<file path="src/sv/swmed_out_buf.sv">
// Result register with one skid entry, so a new sample can be taken
// while a finished result waits. Depends on nothing else.
module swmed_out_buf #(
   parameter int DATA_W = 32
) (
   input  logic              clock,
   input  logic              reset,
   input  logic              push,
   input  logic [DATA_W-1:0] push_data,
   input  logic              out_stall,
   output logic              out_valid,
   output logic [DATA_W-1:0] out_data,
   output logic              full
);

   logic              main_valid_ff, main_valid_in;
   logic [DATA_W-1:0] main_data_ff, main_data_in;
   logic              skid_valid_ff, skid_valid_in;
   logic [DATA_W-1:0] skid_data_ff, skid_data_in;
   logic              main_free;

   assign main_free = !main_valid_ff || !out_stall;

   always_comb begin
      main_valid_in = main_valid_ff;
      main_data_in  = main_data_ff;
      skid_valid_in = skid_valid_ff;
      skid_data_in  = skid_data_ff;
      if (main_free) begin
         if (skid_valid_ff) begin
            main_valid_in = 1'b1;
            main_data_in  = skid_data_ff;
            skid_valid_in = 1'b0;
         end else begin
            main_valid_in = push;
            main_data_in  = push_data;
         end
      end else if (push) begin
         skid_valid_in = 1'b1;
         skid_data_in  = push_data;
      end
   end

   always_ff @(posedge clock) begin
      if (reset) begin
         main_valid_ff <= 1'b0;
         skid_valid_ff <= 1'b0;
      end else begin
         main_valid_ff <= main_valid_in;
         skid_valid_ff <= skid_valid_in;
      end
      main_data_ff <= main_data_in;
      skid_data_ff <= skid_data_in;
   end

   assign out_valid = main_valid_ff;
   assign out_data  = main_data_ff;
   assign full      = skid_valid_ff;

endmodule

</file>
<file path="config.mk">
export PLATFORM = sky130hd
export DESIGN_NAME = swmed_out_buf
export DESIGN_NICKNAME = d
export VERILOG_FILES = /design/src/sv/swmed_out_buf.sv
export SDC_FILE = /design/constraint.sdc
export NUM_CORES = 1
export LEC_CHECK = 0
export ABC_AREA = 1
export BUFFER_PORTS_ARGS = -buffer_cell sky130_fd_sc_hd__buf_2
export CORE_ASPECT_RATIO = 1.1
export CORE_MARGIN = 5
export CORE_UTILIZATION = 38
export DETAILED_ROUTE_END_ITERATION = 10
export MAX_ROUTING_LAYER = met4
export RECOVER_POWER = 100
export SLEW_MARGIN = 20
export SYNTH_ARGS = -nofsm -noshare
export SYNTH_HDL_FRONTEND = slang
export SYNTH_SLANG_ARGS = --single-unit
</file>
<file path="constraint.sdc">
create_clock -name clock -period 3.3 [get_ports clock]
set_input_delay 0.495 -clock clock [delete_from_list [all_inputs] [get_ports clock]]
set_output_delay 0.495 -clock clock [all_outputs]
set_load 0.02 [all_outputs]
</file>
---- Word-level counts from Yosys, hierarchy flattened ----
Index checks and enable logic that the tools add are counted.
storage, ports and cells
  register bits after elaboration ......... 66
  word-level logic and storage cells ...... 12
cells by class
  muxes and demuxes ....................... 2
  bitwise gates (word level) .............. 1
  reduce and logical (&&, ||, !) cells .... 5
operators with widths
  operator             number
  2-to-1 mux 32 bit    1
  logical NOT 1 bit    2
  AND reduction 2 bit  1
  OR reduction 2 bit   1
  logical OR 1 bit     1
  2-to-1 mux 1 bit     1
  inverter 1 bit       1

---- Longest topological paths before layout ----
  depth after elaboration ................. 4
  gate-level depth with buffers ........... 4
  mapped depth without buffers ............ 3

---- Worst setup path before layout ----
OpenSTA, ideal clock, no wires.
  path kind ............................... flip-flop to flip-flop
  start point ............................. reg main_valid_ff (netlist: out_valid)
  end point ............................... reg skid_data_ff[0], enable pin
  setup time .............................. 421 ps
  arrival time ............................ 2,685 ps
  path slack .............................. 194 ps
  cell stages (with the launch flop) ...... 3
  period minus slack after synthesis ...... 3,106 ps
  cells stage by stage .................... dfxtp_1 -> nand2_1 -> nor2_1
on the way
  word-level cells in the longest chain between the ends .. 4
RTL lines
  what                           RTL line  RTL
  start, declared                16        logic main_valid_ff, main_valid_in;
  start signal, assigned         49        main_valid_ff <= main_valid_in;
  logical NOT 1 bit              22        assign main_free = !main_valid_ff || !out_stall;
  logical OR 1 bit               22
  via main_free                  20        logic main_free;
  inverter 1 bit (no line)       --
  AND reduction 2 bit (no line)  --
  end signal, assigned           53        skid_data_ff <= skid_data_in;
  end, declared                  19        logic [DATA_W-1:0] skid_data_ff, skid_data_in;
The timed path passes the listed nets, and every way through them passes these cells.
A chain may end at the register's enable or synchronous reset.

---- Worst setup path in the final report ----
  start point ............................. reg main_valid_ff (netlist: out_valid)
  end point ............................... reg main_data_ff[13] (netlist: out_data[13]), enable pin
on the way
  word-level cells in the longest chain between the ends .. 2
RTL lines
  what                  RTL line  RTL
  logical NOT 1 bit     22
  logical OR 1 bit      22
  via main_free         20
  end signal, assigned  52        main_data_ff <= main_data_in;
  end, declared         17        logic [DATA_W-1:0] main_data_ff, main_data_in;
The timed path passes the listed nets, and every way through them passes these cells.

==> metrics <==
DR DRC count=0; Final Setup Violations=0; detailed-route via count=1415; commonest non-fill, non-tap cells in the layout=edfxtp_1 (64), clkbuf_1 (56), nand2_1 (34), inv_1 (34), o21ai_0 (32); Via density=4.19; violated checks=max-capacitance violations, max-slew violations; CP arrival=2.02 ns; Core ar.=a little over 6000 sq um; wire per inst=12.4 um; CTS clk-pin slew, worst paths=0.06 ns; worst hold-check path type=in2reg; Fin. Hold Viols=0; distinct cell type count after synthesis=11; syn avg cell area=13.8 sq um; Finished Layout Cells=between 300 and 400; most common cell after layout, fill and taps aside=edfxtp_1; area of the die=~8200 sq um; hold_buf cts=0; Skew-Pair Late Insertion Delay=0.33 ns; dpl cells=323; setup slack after placement=1.67 ns; initial DRC count=73; Hold Worst Slack=0.350 ns; largest net degree at the start of global routing=37; FILL cells=roughly 650; Max FO, Critical Path=32; Final WS setup=~1.2 ns; FF-to-FF setup slack=between 1 and 1.5 ns; fin crit share=0.635; htree depth=3; Die Wd=86.8 um; Max-Cap Viols=1; Cell Pwr Density=562 nW/um^2; Root Buffer=clkbuf_8; Post-Route Utilization=0.472; pin slew with the least headroom to its limit=1.76 ns; Final min period=2.09 ns; Critical Path Slowest Stage Cell=clkbuf_1; n_diodes=0; Post-CTS Repair Setup Buffers=0; Post-Syn Instances=about 180; initial antenna violation count=0; Reg area=1960 sq um; Layout area overhead=19.5%; CP Class=reg2reg; Final Max Slew Viols=33; I/O pin count=70; post-cts resize count=0; Cell Rows=30; routed wire length=approximately 4.2 mm; register area share after synthesis=0.796; post-route ant nets=0; crit path launch type=flip-flop; Syn Nets=roughly 210; share of cells above drive strength 1=0.105; leakage power=between 1 and 1.5 nW; Clock Skew=0.00686 ns; status=complete, but fails checks; Ys Warns=0; worst-path cell chain=nand2_1 > clkbuf_1; worst rel slew slack=-0.174; WP data required=3.22 ns; Crit path largest cell delay=1.27 ns; vias in the first global route=1413; routability-driven placement congestion ratio=0.683; fin nets=290; wire length of the first global-routing pass=6.71 mm; Overflow after GRT=0; Peak Freq=approximately 0.48 GHz; IO buf count=69; CTS tree=done; register bit total from synthesis=66; Die Y=between 90 and 100 um; first-pass detailed-route iteration total=4; placed instance area=~2900 sq um; CTS Buf Count=9; Initial Utilization=0.395; hpwl dp=approximately 2.8 mm; post-route cell area=2940 sq um; Critical Path End Type=flip-flop; Multi-input gate area=around 300 sq um; Max VDD drop=roughly 0.28 mV; clk buf depth=2; Sink Count=66; post-layout power=~1.7 mW; setup TNS=0 ns; gr usage total=0.115; RSZ-0062 raised after global routing=no; Syn Std Cell Area=about 2500 sq um
-- logic make-up (layout without fill, tap and decap cells) --
kind of cell | count (synthesis) | count (layout) | synth area share
flops | 66 | 66 | 0.796
simple gates | 38 | 38 | 0.0584
buf+inv | 41 | 121 | 0.0782
compound gates | 33 | 33 | 0.0670
-- registers in the layout (all words and copies together) (netlist names) --
register	flops
full	1
out_data	32
out_valid	1
skid_data_ff	32
-- cell type report --
class	count	area share
Clock buffer	9	0.0421
Clock inverter	6	0.00850
Inverter	34	0.0434
Multi-Input combinational cell	71	0.105
Sequential cell	66	0.667
Tap cell	80	0.0340
Timing Repair Buffer	72	0.100
-- worst paths after layout --
| path | to | depth (start not counted) | startpoint |
|---|---|---|---|
| setup / recovery | out_data[13] | 2 | out_valid |
| hold reg to reg | full | 2 | out_valid |
| hold / removal | skid_data_ff[9] | 1 | push_data[9] |
| setup reg to reg | out_data[13] | 2 | out_valid |
-- cells in the mapped netlist --
cell type / count / area [sq um]
inv_1: 34 / 128
o21ai_1: 10 / 50.1
nor2_1: 3 / 11.3
edfxtp_1: 64 / 1920
buf_2: 1 / 5.00
nand3_1: 1 / 5.00
clkbuf_1: 1 / 3.75
buf_6: 5 / 56.3
nand2_1: 34 / 128
o21ai_0: 23 / 115
dfxtp_1: 2 / 40.0
-- layer usage --
layer / up-vias / share of wire / global-route usage
li1: 747 / - / -
met1: 608 / 0.43 / 0.132
met2: 50 / 0.45 / 0.172
met3: 10 / 0.091 / 0.0454
met4: 0 / 0.024 / 0.0623
met5: - / 0 / -
-- worst max-delay path, delay by kind of cell (launching register included) --
kind                   cells  cell delay, ns
buffers and inverters      1            1.27
DFF                        1            0.33
and+or+nand+nor            1            0.08
-- where the power goes --
group | switching (mW) | internal (mW)
sequential | 0.0141 | 0.973
clock | 0.279 | 0.255
combinational | 0.0957 | 0.0354
(Power assumes the default switching activity.)
