## src/sv/swmed_pkg.sv

```systemverilog
// Shared types and constants for the sliding window median filter.
// No dependencies; used by the cell row, the top level and the testbench.
package swmed_pkg;

   // Width of the window length register.
   localparam int CFG_W = 7;

   // Per-transfer broadcast from the top level to every cell.
   typedef struct packed {
      logic accept;   // a sample is taken this cycle
      logic evict;    // the oldest entry leaves in the same cycle
   } swmed_ctl_type;

endpackage

```

## src/sv/swmed_cell.sv

```systemverilog
// One slot of the sorted window: holds a sample and its age.
// Depends on swmed_pkg; exchanges data with both neighbors every cycle.
module swmed_cell #(
   parameter int CELL_IDX    = 0,
   parameter int SAMPLE_BITS = 32,
   parameter int AGE_W       = 6,
   parameter int CMP_W       = 7
) (
   input  logic                          clock,
   input  swmed_pkg::swmed_ctl_type      ctl,
   input  logic signed [SAMPLE_BITS-1:0] key,
   input  logic [CMP_W-1:0]              fill,
   input  logic [CMP_W-1:0]              med_idx,
   input  logic [AGE_W-1:0]              evict_age,
   input  logic signed [SAMPLE_BITS-1:0] ev_value,
   input  logic [AGE_W-1:0]              ev_age,
   // stored entry of the left neighbor
   input  logic                          lft_valid,
   input  logic                          lft_gt,
   input  logic signed [SAMPLE_BITS-1:0] lft_value,
   // stored entry of the right neighbor
   input  logic                          rgt_valid,
   input  logic                          rgt_gt,
   input  logic signed [SAMPLE_BITS-1:0] rgt_value,
   input  logic [AGE_W-1:0]              rgt_age,
   // left neighbor after removal of the evicted entry
   input  logic                          lft_cvalid,
   input  logic                          lft_cgt,
   input  logic signed [SAMPLE_BITS-1:0] lft_cvalue,
   input  logic [AGE_W-1:0]              lft_cage,
   // own stored entry
   output logic                          valid,
   output logic                          gt,
   output logic signed [SAMPLE_BITS-1:0] value,
   output logic [AGE_W-1:0]              age,
   // own slot after removal of the evicted entry
   output logic                          cvalid,
   output logic                          cgt,
   output logic signed [SAMPLE_BITS-1:0] cvalue,
   output logic [AGE_W-1:0]              cage,
   output logic                          ev_hit,
   output logic signed [SAMPLE_BITS-1:0] med_value
);

   localparam logic [CMP_W-1:0] MY_IDX = CMP_W'(CELL_IDX);

   logic signed [SAMPLE_BITS-1:0] value_ff, value_in;
   logic [AGE_W-1:0]              age_ff, age_in;
   logic                          right_of_ev;
   logic                          shift_left;
   logic                          take_left;
   logic                          take_key;
   logic signed [SAMPLE_BITS-1:0] med_cand;

   assign value = value_ff;
   assign age   = age_ff;
   assign valid = (MY_IDX < fill);
   assign gt    = valid && (value_ff > key);

   // Entries are ordered by value, then oldest first among equals.
   assign ev_hit      = ctl.evict && valid && (age_ff == evict_age);
   assign right_of_ev = valid && ((value_ff > ev_value) ||
                                  ((value_ff == ev_value) && (age_ff < ev_age)));
   assign shift_left  = ctl.evict && (right_of_ev || ev_hit);

   assign cvalid = shift_left ? rgt_valid : valid;
   assign cgt    = shift_left ? rgt_gt    : gt;
   assign cvalue = shift_left ? rgt_value : value_ff;
   assign cage   = shift_left ? rgt_age   : age_ff;

   // Insert the new sample into the compacted row.
   assign take_left = lft_cgt;
   assign take_key  = !lft_cgt && lft_cvalid && (cgt || !cvalid);

   always_comb begin
      if (take_left) begin
         value_in = lft_cvalue;
         age_in   = lft_cage + AGE_W'(1);
      end else if (take_key) begin
         value_in = key;
         age_in   = '0;
      end else begin
         value_in = cvalue;
         age_in   = cage + AGE_W'(1);
      end
   end

   always_ff @(posedge clock) begin
      if (ctl.accept) begin
         value_ff <= value_in;
         age_ff   <= age_in;
      end
   end

   // What this slot would hold after insertion alone, before eviction.
   always_comb begin
      if (lft_gt) begin
         med_cand = lft_value;
      end else if (lft_valid && (gt || !valid)) begin
         med_cand = key;
      end else begin
         med_cand = value_ff;
      end
   end

   assign med_value = (MY_IDX == med_idx) ? med_cand : '0;

endmodule

```

## config.mk

```make
export PLATFORM = sky130hd
export DESIGN_NAME = swmed_cell
export DESIGN_NICKNAME = d
export VERILOG_FILES = /design/src/sv/swmed_pkg.sv /design/src/sv/swmed_cell.sv
export SDC_FILE = /design/constraint.sdc
export NUM_CORES = 1
export LEC_CHECK = 0
export BUFFER_PORTS_ARGS = -buffer_cell sky130_fd_sc_hd__buf_2
export CORE_AREA = 2 2 126 128
export CTS_BUF_LIST = sky130_fd_sc_hd__clkbuf_4 sky130_fd_sc_hd__clkbuf_8
export CTS_CLUSTER_SIZE = 10
export DETAILED_ROUTE_END_ITERATION = 6
export DIE_AREA = 0 0 128 130
export MAX_ROUTING_LAYER = met4
export PLACE_DENSITY = 0.79
export RECOVER_POWER = 100
export SLEW_MARGIN = 0
export SYNTH_ARGS = -nofsm -noshare
export SYNTH_HDL_FRONTEND = slang
export SYNTH_SLANG_ARGS = --single-unit
```

## constraint.sdc

```tcl
create_clock -name clock -period 4 [get_ports clock]
set_input_delay 0.6 -clock clock [delete_from_list [all_inputs] [get_ports clock]]
set_output_delay 0.6 -clock clock [all_outputs]
set_load 0.02 [all_outputs]
```

After elaboration in Yosys (flattened, before gate mapping)
Cells that the tools add are included.
Widths: inputs -> output; s select.
- register bits after elaboration: 38
- bits of input ports: 207
- output and inout port bits: 113
- $add $sub $neg: 2
- $lt $le $gt $ge: 4
- equality and inequality tests: 2
- muxes and demuxes: 11
- reductions and logical operators: 17
- operators by type and width (operator ; count):
    $mux 32 ; 6
    $gt 32x32->1 ; 2
    $eq 32x32->1 ; 1
    $mux 6 ; 3
    $add 6x1->6 const B ; 2
    $logic_and 1x1->1 ; 9
    $logic_not 7->1 ; 1
    $lt 1x7->1 const A ; 1
    $eq 6x6->1 ; 1
    $lt 6x6->1 ; 1
    $logic_or 1x1->1 ; 4
    $logic_not 1->1 ; 3
    $mux 1 ; 2

Longest topological paths before layout
Gate-level depths: netlist (run 1).
- word-level depth: 12
- gate-level depth with buffers: 16
- mapped depth without buffers: 14

Worst setup path after synthesis (run 1)
Ideal clock, no wire load.
- kind: in2reg
- from: input ev_value[13]
- to: register age_ff[4], in the netlist age[4], data pin
- setup time: 0.269 ns
- data arrival time: 3.416 ns
- slack: 0.314 ns
- stages on the path: 16
- buffers on the path: 2
- cell sequence: inv_1 ha_1 a21oi_1 o21ai_0 or3_1 o32a_1 a211oi_2 nor2_1 buf_2 buf_2 mux2_2 ha_1 nand3_1 xnor2_1 mux2i_1 o31ai_1
- elaborated cells on any way between the ends: 16
- those cells by class: 1 x add/sub; 1 x order compare; 1 x eq/ne; 5 x mux; 8 x reduce/logical
- RTL lines (item ; line ; source):
    start, declared ; swmed_cell.sv:15 ; input logic signed [SAMPLE_BITS-1:0] ev_value,
    branches (longest 2 deep; another with $gt 32x32->1) ; n/a ;
    $logic_or 1x1->1 * ; swmed_cell.sv:62 ; assign right_of_ev = valid && ((value_ff > ev_value) ||
    $logic_and 1x1->1 * ; swmed_cell.sv:62 ;
    $logic_or 1x1->1 * ; swmed_cell.sv:64 ; assign shift_left = ctl.evict && (right_of_ev || ev_hit);
    $logic_and 1x1->1 * ; swmed_cell.sv:64 ;
    $mux 6 * ; swmed_cell.sv:69 ; assign cage = shift_left ? rgt_age : age_ff;
    named net cage[1] ; swmed_cell.sv:40 ; output logic [AGE_W-1:0] cage,
    $add 6x1->6 * ; swmed_cell.sv:84 ; age_in = cage + AGE_W'(1);
    $mux 6 * ; swmed_cell.sv:79 ; end else if (take_key) begin
    $mux 6 * ; swmed_cell.sv:76 ; if (take_left) begin
    named net age_in[4] ; swmed_cell.sv:48 ; logic [AGE_W-1:0] age_ff, age_in;
    end signal, assigned ; swmed_cell.sv:91 ; age_ff <= age_in;
    end, declared ; swmed_cell.sv:48 ;
Mark *: on every way through the listed nets, which the timed path passes.
A chain may end at the register's enable or synchronous reset.

Worst setup path after layout (run 1)
- from: register value_ff[13], in the netlist value[13]
- to: output cvalue[13]
- word-level cells in the longest chain between the ends: 7
- elaborated cells on any way between the ends: 8
- those cells by class: 1 x order compare; 1 x eq/ne; 1 x mux; 5 x reduce/logical
- ends and longest elaborated chain (item ; line ; source):
    start, declared ; swmed_cell.sv:47 ; logic signed [SAMPLE_BITS-1:0] value_ff, value_in;
    start signal, assigned ; swmed_cell.sv:90 ; value_ff <= value_in;
    branches (longest 6 deep; another with $gt 32x32->1) ; n/a ;
    $mux 32 * ; swmed_cell.sv:68 ; assign cvalue = shift_left ? rgt_value : value_ff;
    end, declared ; swmed_cell.sv:39 ; output logic signed [SAMPLE_BITS-1:0] cvalue,
Every way passes the cells marked *.

==> key figures, run 1 <==
Outcome
  – Outcome: complete, but fails checks
  – Failing checks: max-capacitance violations, max-slew violations

Timing
  – Crit share post-route: 96.7%
  – Layout Skew: 0.00492 ns
  – Worst-margin pin slew: 2.32 ns
  – Min setup slack post-route: 0.131 ns
  – RSZ-0062 raised after global routing: true
  – Fin. Hold Viols: 0
  – Tmin final: 3.87 ns
  – Slew Viols, Final: 39
  – Fmax: 258 MHz
  – Setup TNS: 0 ns
  – Final setup viols: 0
  – Fin Hold WS: 0.659 ns
  – Worst rel slew slack: -54.6%

Setup path
  – Worst path slowest cell: edfxtp_1
  – Req. time, crit path: 3.40 ns
  – Setup crit end kind: output pin
  – Top delay family on crit path: compound AO/OA/AOI/OAI gates
  – Kind of critical path: register to output pin
  – CP Cell Sequence: ha_1, a21oi_1, o21ai_0, or3_1, o32a_1, a211o_2, buf_6, a21oi_1, a21o_1, buf_2
  – Critical path data arrival time: 3.27 ns
  – CP Launch Type: register
  – Crit Path Max Fanout: 18
  – CP max stage delay: 0.45 ns
  – Worst path bufs/invs: 2
  – Cell mode on critical path: a21oi_1

Clock network
  – Cts bufs inserted: 5
  – # hold bufs at CTS: 0
  – Clk pin slew, worst setup/hold paths: 0.08 ns
  – H-Tree Depth: 2
  – TritonCTS Sinks: 38
  – CTS tree: yes
  – Root Driver: clkbuf_8
  – Clock Path Buffers: 2
  – Worst-Skew Late Latency: 0.31 ns

Placed design
  – IO Port Bufs: 319
  – DP Worst Slack: -0.0337 ns
  – Gpl congestion: 0.889
  – HPWL Detailed: 18,700 µm
  – Placed Instances: 1,268
  – Placed Instance Area: 8200 µm²

Synth
  – Synth top cells by count: inv_1, a21oi_1, ha_1, clkbuf_1, edfxtp_1
  – Post-Syn Area: 6310 µm²
  – Area contributors post-synth: edfxtp_1, ha_1, a21oi_1
  – Async SR Flop Fraction: 0%
  – Dominant synthesized flop cell: edfxtp_1
  – Sequential element share of the synthesized area: 18.1%
  – Synth top area share: 18.1%
  – Synth Register Bits: 38
  – Net count after synthesis: 1,065
  – EDFF count, synth: 38
  – Leading area contributor after synthesis: edfxtp_1
  – Top-count cell post-synth: inv_1
  – Synth warn: 0
  – Syn_area_per_cell: 8.02 µm²
  – Synth Instances: 787
  – Yosys cell types: 48

Drt
  – Final WL: 24,000 µm
  – Via density: 5.84
  – Via Count: 7,548
  – Number of remaining DRC errors: 0
  – Drt wl/cell: 18.6 µm
  – DRT iter0 DRCs: 364
  – Post-route ant nets: 0
  – DRT Pass-1 Iters: 5

Floorplan
  – Die footprint: 16,600 µm²
  – Io pins: 320
  – Die width: 128 µm
  – Core area: 15,400 µm²
  – Rows: 46
  – Initial core utilization: 40.9%
  – Die Ht: 130 µm

Global route
  – Vias in the first global route: 7,093
  – Total track usage: 28.4%
  – Antenna violations before repair: 0
  – First-pass GRT wire length: 36,100 µm
  – Largest net degree at the start of global routing: 61
  – GR Overflow Total: 0

Power and ir drop
  – Switch share: 47.0%
  – Internal power: 1.19 mW
  – Combinational Power Share: 63.2%
  – Worst VDD drop: 0.149 mV
  – Clock power share: 11.8%
  – Leak pwr: 4.42 nW
  – Sequential group share of total power: 25.0%
  – Sw power: 1.06 mW
  – P per Cell Area: 266 nW/µm²

Flow run
  – Max-cap violations: 1

Final layout
  – Layout cell share with drive strength beyond 1: 39.2%
  – Diodes inserted: 0
  – Synth-to-layout area growth: 34.1%
  – Layout Cells excl Fill: 1,293
  – Final instance area: 8470 µm²
  – Layout Nets: 1,380

Worst hold path
  – Worst Hold Class: input pin to register
final cells by class:
cell class,instances,area [µm²]
fill,1491,6960
multi-input combinational,581,4570
timing repair buffer,372,2060
sequential,38,1140
inverter,104,390
tap,192,240
clock buffer,5,68.8
clock inverter,1,3.75
per-stage QoR:
step,power (mW),util [%]
after floorplan,1.44,-
after global routing,2.41,54.9
after CTS,2.22,53.8
after global placement,1.91,53.1
after detailed placement,1.93,53.1
final,2.25,54.9
layout by cell type (no fill, tap or decap), drive strengths merged, types with 4 or more instances in the layout:
| cell type | synthesis | final |
|---|---|---|
| nor2b | 35 | 35 |
| edfxtp | 38 | 38 |
| nand3 | 17 | 17 |
| nand4 | 13 | 13 |
| clkbuf | 51 | 8 |
| nor4 | 5 | 5 |
| nand2 | 21 | 21 |
| ha | 71 | 71 |
| nor3 | 6 | 6 |
| xnor2 | 11 | 11 |
| o311a | 32 | 32 |
| a211oi | 68 | 68 |
| a2111oi | 33 | 33 |
| nor2 | 14 | 14 |
| o31ai | 4 | 4 |
| a21o | 36 | 36 |
| buf | 13 | 369 |
| nand2b | 36 | 36 |
| o21ai | 14 | 14 |
| xor2 | 5 | 5 |
| and3 | 35 | 35 |
| a21oi | 93 | 93 |
| mux2 | 6 | 6 |
| inv | 104 | 104 |
sequential cells by signal, summed over array words and instances, names as in the netlist:
name and cells:
value 32, age 6
worst paths after layout:
check	startpoint	to	slack, ns	depth (start not counted)
min	lft_cvalue[24]	value[24]	0.66	3
max reg2reg	value[13]	age[4]	0.36	14
max	value[13]	cvalue[13]	0.13	10
min reg2reg	age[0]	age[0]	0.93	2
logic make-up (layout without fill, tap and decap cells):
family / count (synthesis) / after routing / synth area share [%]
buffers and inverters: 168 / 482 / 10.9
muxes: 8 / 8 / 1.39
and+or+nand+nor: 186 / 186 / 16.6
DFF: 38 / 38 / 18.1
AOI/OAI and AO/OA: 300 / 300 / 36.8
adders and majority gates: 71 / 71 / 14.1
xor gates and xnor gates: 16 / 16 / 2.22
power by group through the flow:
| stage | registers (mW) | logic, mW | clock network (mW) |
|---|---|---|---|
| finish | 0.563 | 1.42 | 0.265 |
| global route | 0.569 | 1.55 | 0.288 |
| CTS | 0.564 | 1.38 | 0.278 |
| detailed placement | 0.573 | 1.36 | 0 |
| global placement | 0.572 | 1.33 | 0 |
| floorplan | 0.603 | 0.833 | 0 |
routing by layer:
layer / share of wire (%) / GRT usage (%) / vias up
met1: 41 / 33.5 / 3553
li1: - / - / 3579
met3: 6.8 / 3.20 / 42
met5: 0 / - / -
met4: 2.1 / 9.05 / 0
met2: 50 / 50.7 / 374
worst register-to-register path, cell delays in order, from the launching register on:
cell and delay (ns):
edfxtp_1 0.45, ha_1 0.35, a21oi_1 0.15, o21ai_0 0.08, or3_1 0.37, o32a_1 0.38, a211oi_2 0.35, nor2_4 0.10
buf_4 0.17, mux2_2 0.31, ha_1 0.25, nand3_1 0.11, xnor2_1 0.12, mux2i_1 0.09, o31ai_1 0.21
repair_timing:
action                                  CTS  global route
gates resized for setup                   3            13
setup buffers                             2            17
pin swaps                                 1             5
hold endpoints to repair                  0             0
endpoints found under the setup margin   38            69
No activity file was read; power rests on OpenSTA's default activity.
==> run 2, diff against run 1 <==
--- a/config.mk
+++ b/config.mk
@@ -6,13 +6,13 @@
 export NUM_CORES = 1
 export LEC_CHECK = 0
 export BUFFER_PORTS_ARGS = -buffer_cell sky130_fd_sc_hd__buf_2
-export CORE_AREA = 2 2 126 128
+export CORE_ASPECT_RATIO = 0.75
+export CORE_UTILIZATION = 45
 export CTS_BUF_LIST = sky130_fd_sc_hd__clkbuf_4 sky130_fd_sc_hd__clkbuf_8
 export CTS_CLUSTER_SIZE = 10
 export DETAILED_ROUTE_END_ITERATION = 6
-export DIE_AREA = 0 0 128 130
 export MAX_ROUTING_LAYER = met4
-export PLACE_DENSITY = 0.79
+export PLACE_DENSITY = 0.84
 export RECOVER_POWER = 100
 export SLEW_MARGIN = 0
 export SYNTH_ARGS = -nofsm -noshare
==> run 2 against run 1 <==
Compared with the run above: sequential power is essentially flat; fmax shrank 0.46%; register-to-register slack lost 0.18 ns; clock power grew 40%; worst hold slack lost 0.014 ns; routed wire length shrank 2.0%; the flow finishes with violations (design-rule violations, max-capacitance violations, max-slew violations); worst setup slack lost 0.018 ns; non-clock buffer count shrank 17.
==> key figures, run 2 (synthesis gave the netlist of run 1 again) <==
Floorplan
  – Io pins: 320 (unchanged)
  – Die footprint: 14,500 µm² (was 16,600 µm²)
  – Initial core utilization: 46.1% (was 40.9%)
  – Die width: 139 µm (was 128 µm)
  – Core area: 13,700 µm² (was 15,400 µm²)
  – Die Ht: 105 µm (was 130 µm)
  – Rows: 37 (was 46)

Drt
  – Post-route ant nets: 0 (unchanged)
  – Drt wl/cell: 18.7 µm (was 18.6 µm)
  – DRT iter0 DRCs: 593 (was 364)
  – DRT Pass-1 Iters: 7 (was 5)
  – Number of remaining DRC errors: 18 (was 0)
  – Final WL: 23,600 µm (was 24,000 µm)
  – Via Count: 7,496 (was 7,548)
  – Via density: 5.94 (was 5.84)

Clock network
  – # hold bufs at CTS: 0 (unchanged)
  – Cts bufs inserted: 5 (unchanged)
  – Clk pin slew, worst setup/hold paths: 0.10 ns (was 0.08 ns)
  – H-Tree Depth: 2 (unchanged)
  – CTS tree: yes (unchanged)
  – Worst-Skew Late Latency: 0.31 ns (about the same)
  – Root Driver: clkbuf_8 (unchanged)
  – TritonCTS Sinks: 38 (unchanged)
  – Clock Path Buffers: 2 (unchanged)

Setup path
  – Crit path depth: 9 (was 10)
  – Crit Path Max Fanout: 24 (was 18)
  – CP Launch Type: register (unchanged)
  – Worst-case reg-to-reg path depth: 11 (was 14)
  – Critical path data arrival time: 3.29 ns (was 3.27 ns)
  – Worst path bufs/invs: 3 (was 2)
  – Top delay family on crit path: simple AND/OR/NAND/NOR gates (was compound AO/OA/AOI/OAI gates)
  – Worst path slowest cell: edfxtp_1 (unchanged)
  – Setup crit end kind: output pin (unchanged)
  – Kind of critical path: register to output pin (unchanged)
  – CP Cell Sequence: ha_1, inv_1, or3_1, o32a_1, a211o_1, buf_12, and3_1, or2_2, buf_2 (was ha_1, a21oi_1, o21ai_0, or3_1, o32a_1, a211o_2, buf_6, a21oi_1, a21o_1, buf_2)
  – CP max stage delay: 0.50 ns (was 0.45 ns)
  – Req. time, crit path: 3.40 ns (about the same)

Final layout
  – Post-layout util: 59.4% (was 54.9%)
  – Synth-to-layout area growth: 28.9% (was 34.1%)
  – Commonest non-fill, non-tap cell in the layout: buf_2 (unchanged)
  – Final instance area: 8140 µm² (was 8470 µm²)
  – Layout cell share with drive strength beyond 1: 32.0% (was 39.2%)
  – Max reg flops: 32 (unchanged)
  – Layout Nets: 1,363 (was 1,380)
  – Layout Cells excl Fill: 1,262 (was 1,293)
  – Fillers: 1,289 (was 1,491)
  – Leading cell types in the layout, fill and taps excluded: buf_2, inv_1, a21oi_1, ha_1, a211oi_1 (was buf_2, inv_1, a21oi_1, ha_1, buf_4)

Placed design
  – Placed Instance Area: 8080 µm² (was 8200 µm²)
  – Placed Instances: 1,240 (was 1,268)
  – Gpl congestion: 0.936 (was 0.889)
  – DP Worst Slack: 0.00466 ns (was -0.0337 ns)
  – HPWL Detailed: 17,700 µm (was 18,700 µm)
  – IO Port Bufs: 319 (unchanged)

Timing
  – Worst-margin pin slew: 2.48 ns (was 2.32 ns)
  – Min setup slack post-route: 0.113 ns (was 0.131 ns)
  – Crit share post-route: 97.2% (was 96.7%)
  – Worst rel slew slack: -65.5% (was -54.6%)
  – Slew Viols, Final: 39 (unchanged)
  – Fmax: 257 MHz (was 258 MHz)
  – Fin. Hold Viols: 0 (unchanged)
  – Final setup viols: 0 (unchanged)
  – Tmin final: 3.89 ns (was 3.87 ns)
  – Layout Skew: 0.0184 ns (was 0.00492 ns)

Power and ir drop
  – Final Power: 2.27 mW (was 2.25 mW)
  – Leak pwr: 4.18 nW (was 4.42 nW)
  – Worst VDD drop: 0.148 mV (was 0.149 mV)
  – P per Cell Area: 279 nW/µm² (was 266 nW/µm²)

Global route
  – Vias in the first global route: 6,908 (was 7,093)
  – First-pass GRT wire length: 35,800 µm (was 36,100 µm)
  – Largest net degree at the start of global routing: 109 (was 61)
  – Antenna violations before repair: 1 (was 0)
  – GR Overflow Total: 0 (unchanged)
  – Total track usage: 31.7% (was 28.4%)

Outcome
  – Failing checks: design-rule violations, max-capacitance violations, max-slew violations (was max-capacitance violations, max-slew violations)
  – Outcome: complete, but fails checks (unchanged)

Worst hold path
  – Worst Hold Class: input pin to register (unchanged)
  – Worst hold stages: 3 (unchanged)

Flow run
  – Max-cap violations: 1 (unchanged)
[run 2: cell types whose count changed in the layout (fill, tap and decap cells not counted), moves of 2 or more]
cell	previous run	this run
nor3_2	2	0
nor3_1	4	6
buf_4	47	26
clkbuf_1	3	46
buf_12	5	3
clkbuf_4	0	3
a21oi_2	6	1
a21oi_1	87	92
clkbuf_2	0	51
buf_2	316	227
a211oi_2	32	12
a211oi_1	36	56
[run 2: routing by layer]
metal	up-vias	wire length (µm)	track usage, %
met5	-	0	-
met4	0	528	9.68
met3	59	2170	4.40
met2	474	11100	52.5
met1	3409	9780	40.1
li1	3554	-	-
[run 2: power breakdown]
group	internal (mW)	switching (mW)	total, mW	leakage, nW
Sequential	0.502	0.0592	0.561	0.368
Combinational	0.517	0.824	1.34	3.75
Clock	0.201	0.171	0.372	0.0593
[run 2: worst paths after layout]
check | to | slack, ns | startpoint
worst min register to register | age[0] | 0.95 | age[0]
worst max-delay path | cage[2] | 0.11 | value[31]
worst min-delay path | value[21] | 0.64 | lft_cvalue[21]
worst max register to register | value[8] | 0.18 | value[31]
[run 2: tightest hold or removal path: stages]
cell and delay, ns:
buf_2 0.07, nor2b_1 0.04, a211oi_2 0.13
[run 2: through the flow]
stage                     setup TNS (ns)  hold slack (ns)
after floorplan                        0            0.712
after global placement                 0            0.911
after detailed placement               0            0.921
after CTS                              0            0.634
after global routing            -0.00405            0.642
final                                  0            0.644
[run 2: what timing repair did]
action | 4_1_cts | 5_1_grt
gates resized for setup | 2 | 11
pin swaps | 0 | 2
hold endpoints to repair | 0 | 0
setup endpoints to repair | 25 | 63
setup buffers | 0 | 13
[run 2: layout make-up]
type,count,area [µm²],area share [%]
Multi-Input combinational cell,581,4430,54.4
Timing Repair Buffer,355,1840,22.6
Sequential cell,38,1140,14.0
Inverter,104,390,4.80
Tap cell,175,219,2.69
Clock buffer,7,83.8,1.03
Clock inverter,1,30.0,0.369
Antenna cell,1,2.50,0.0307
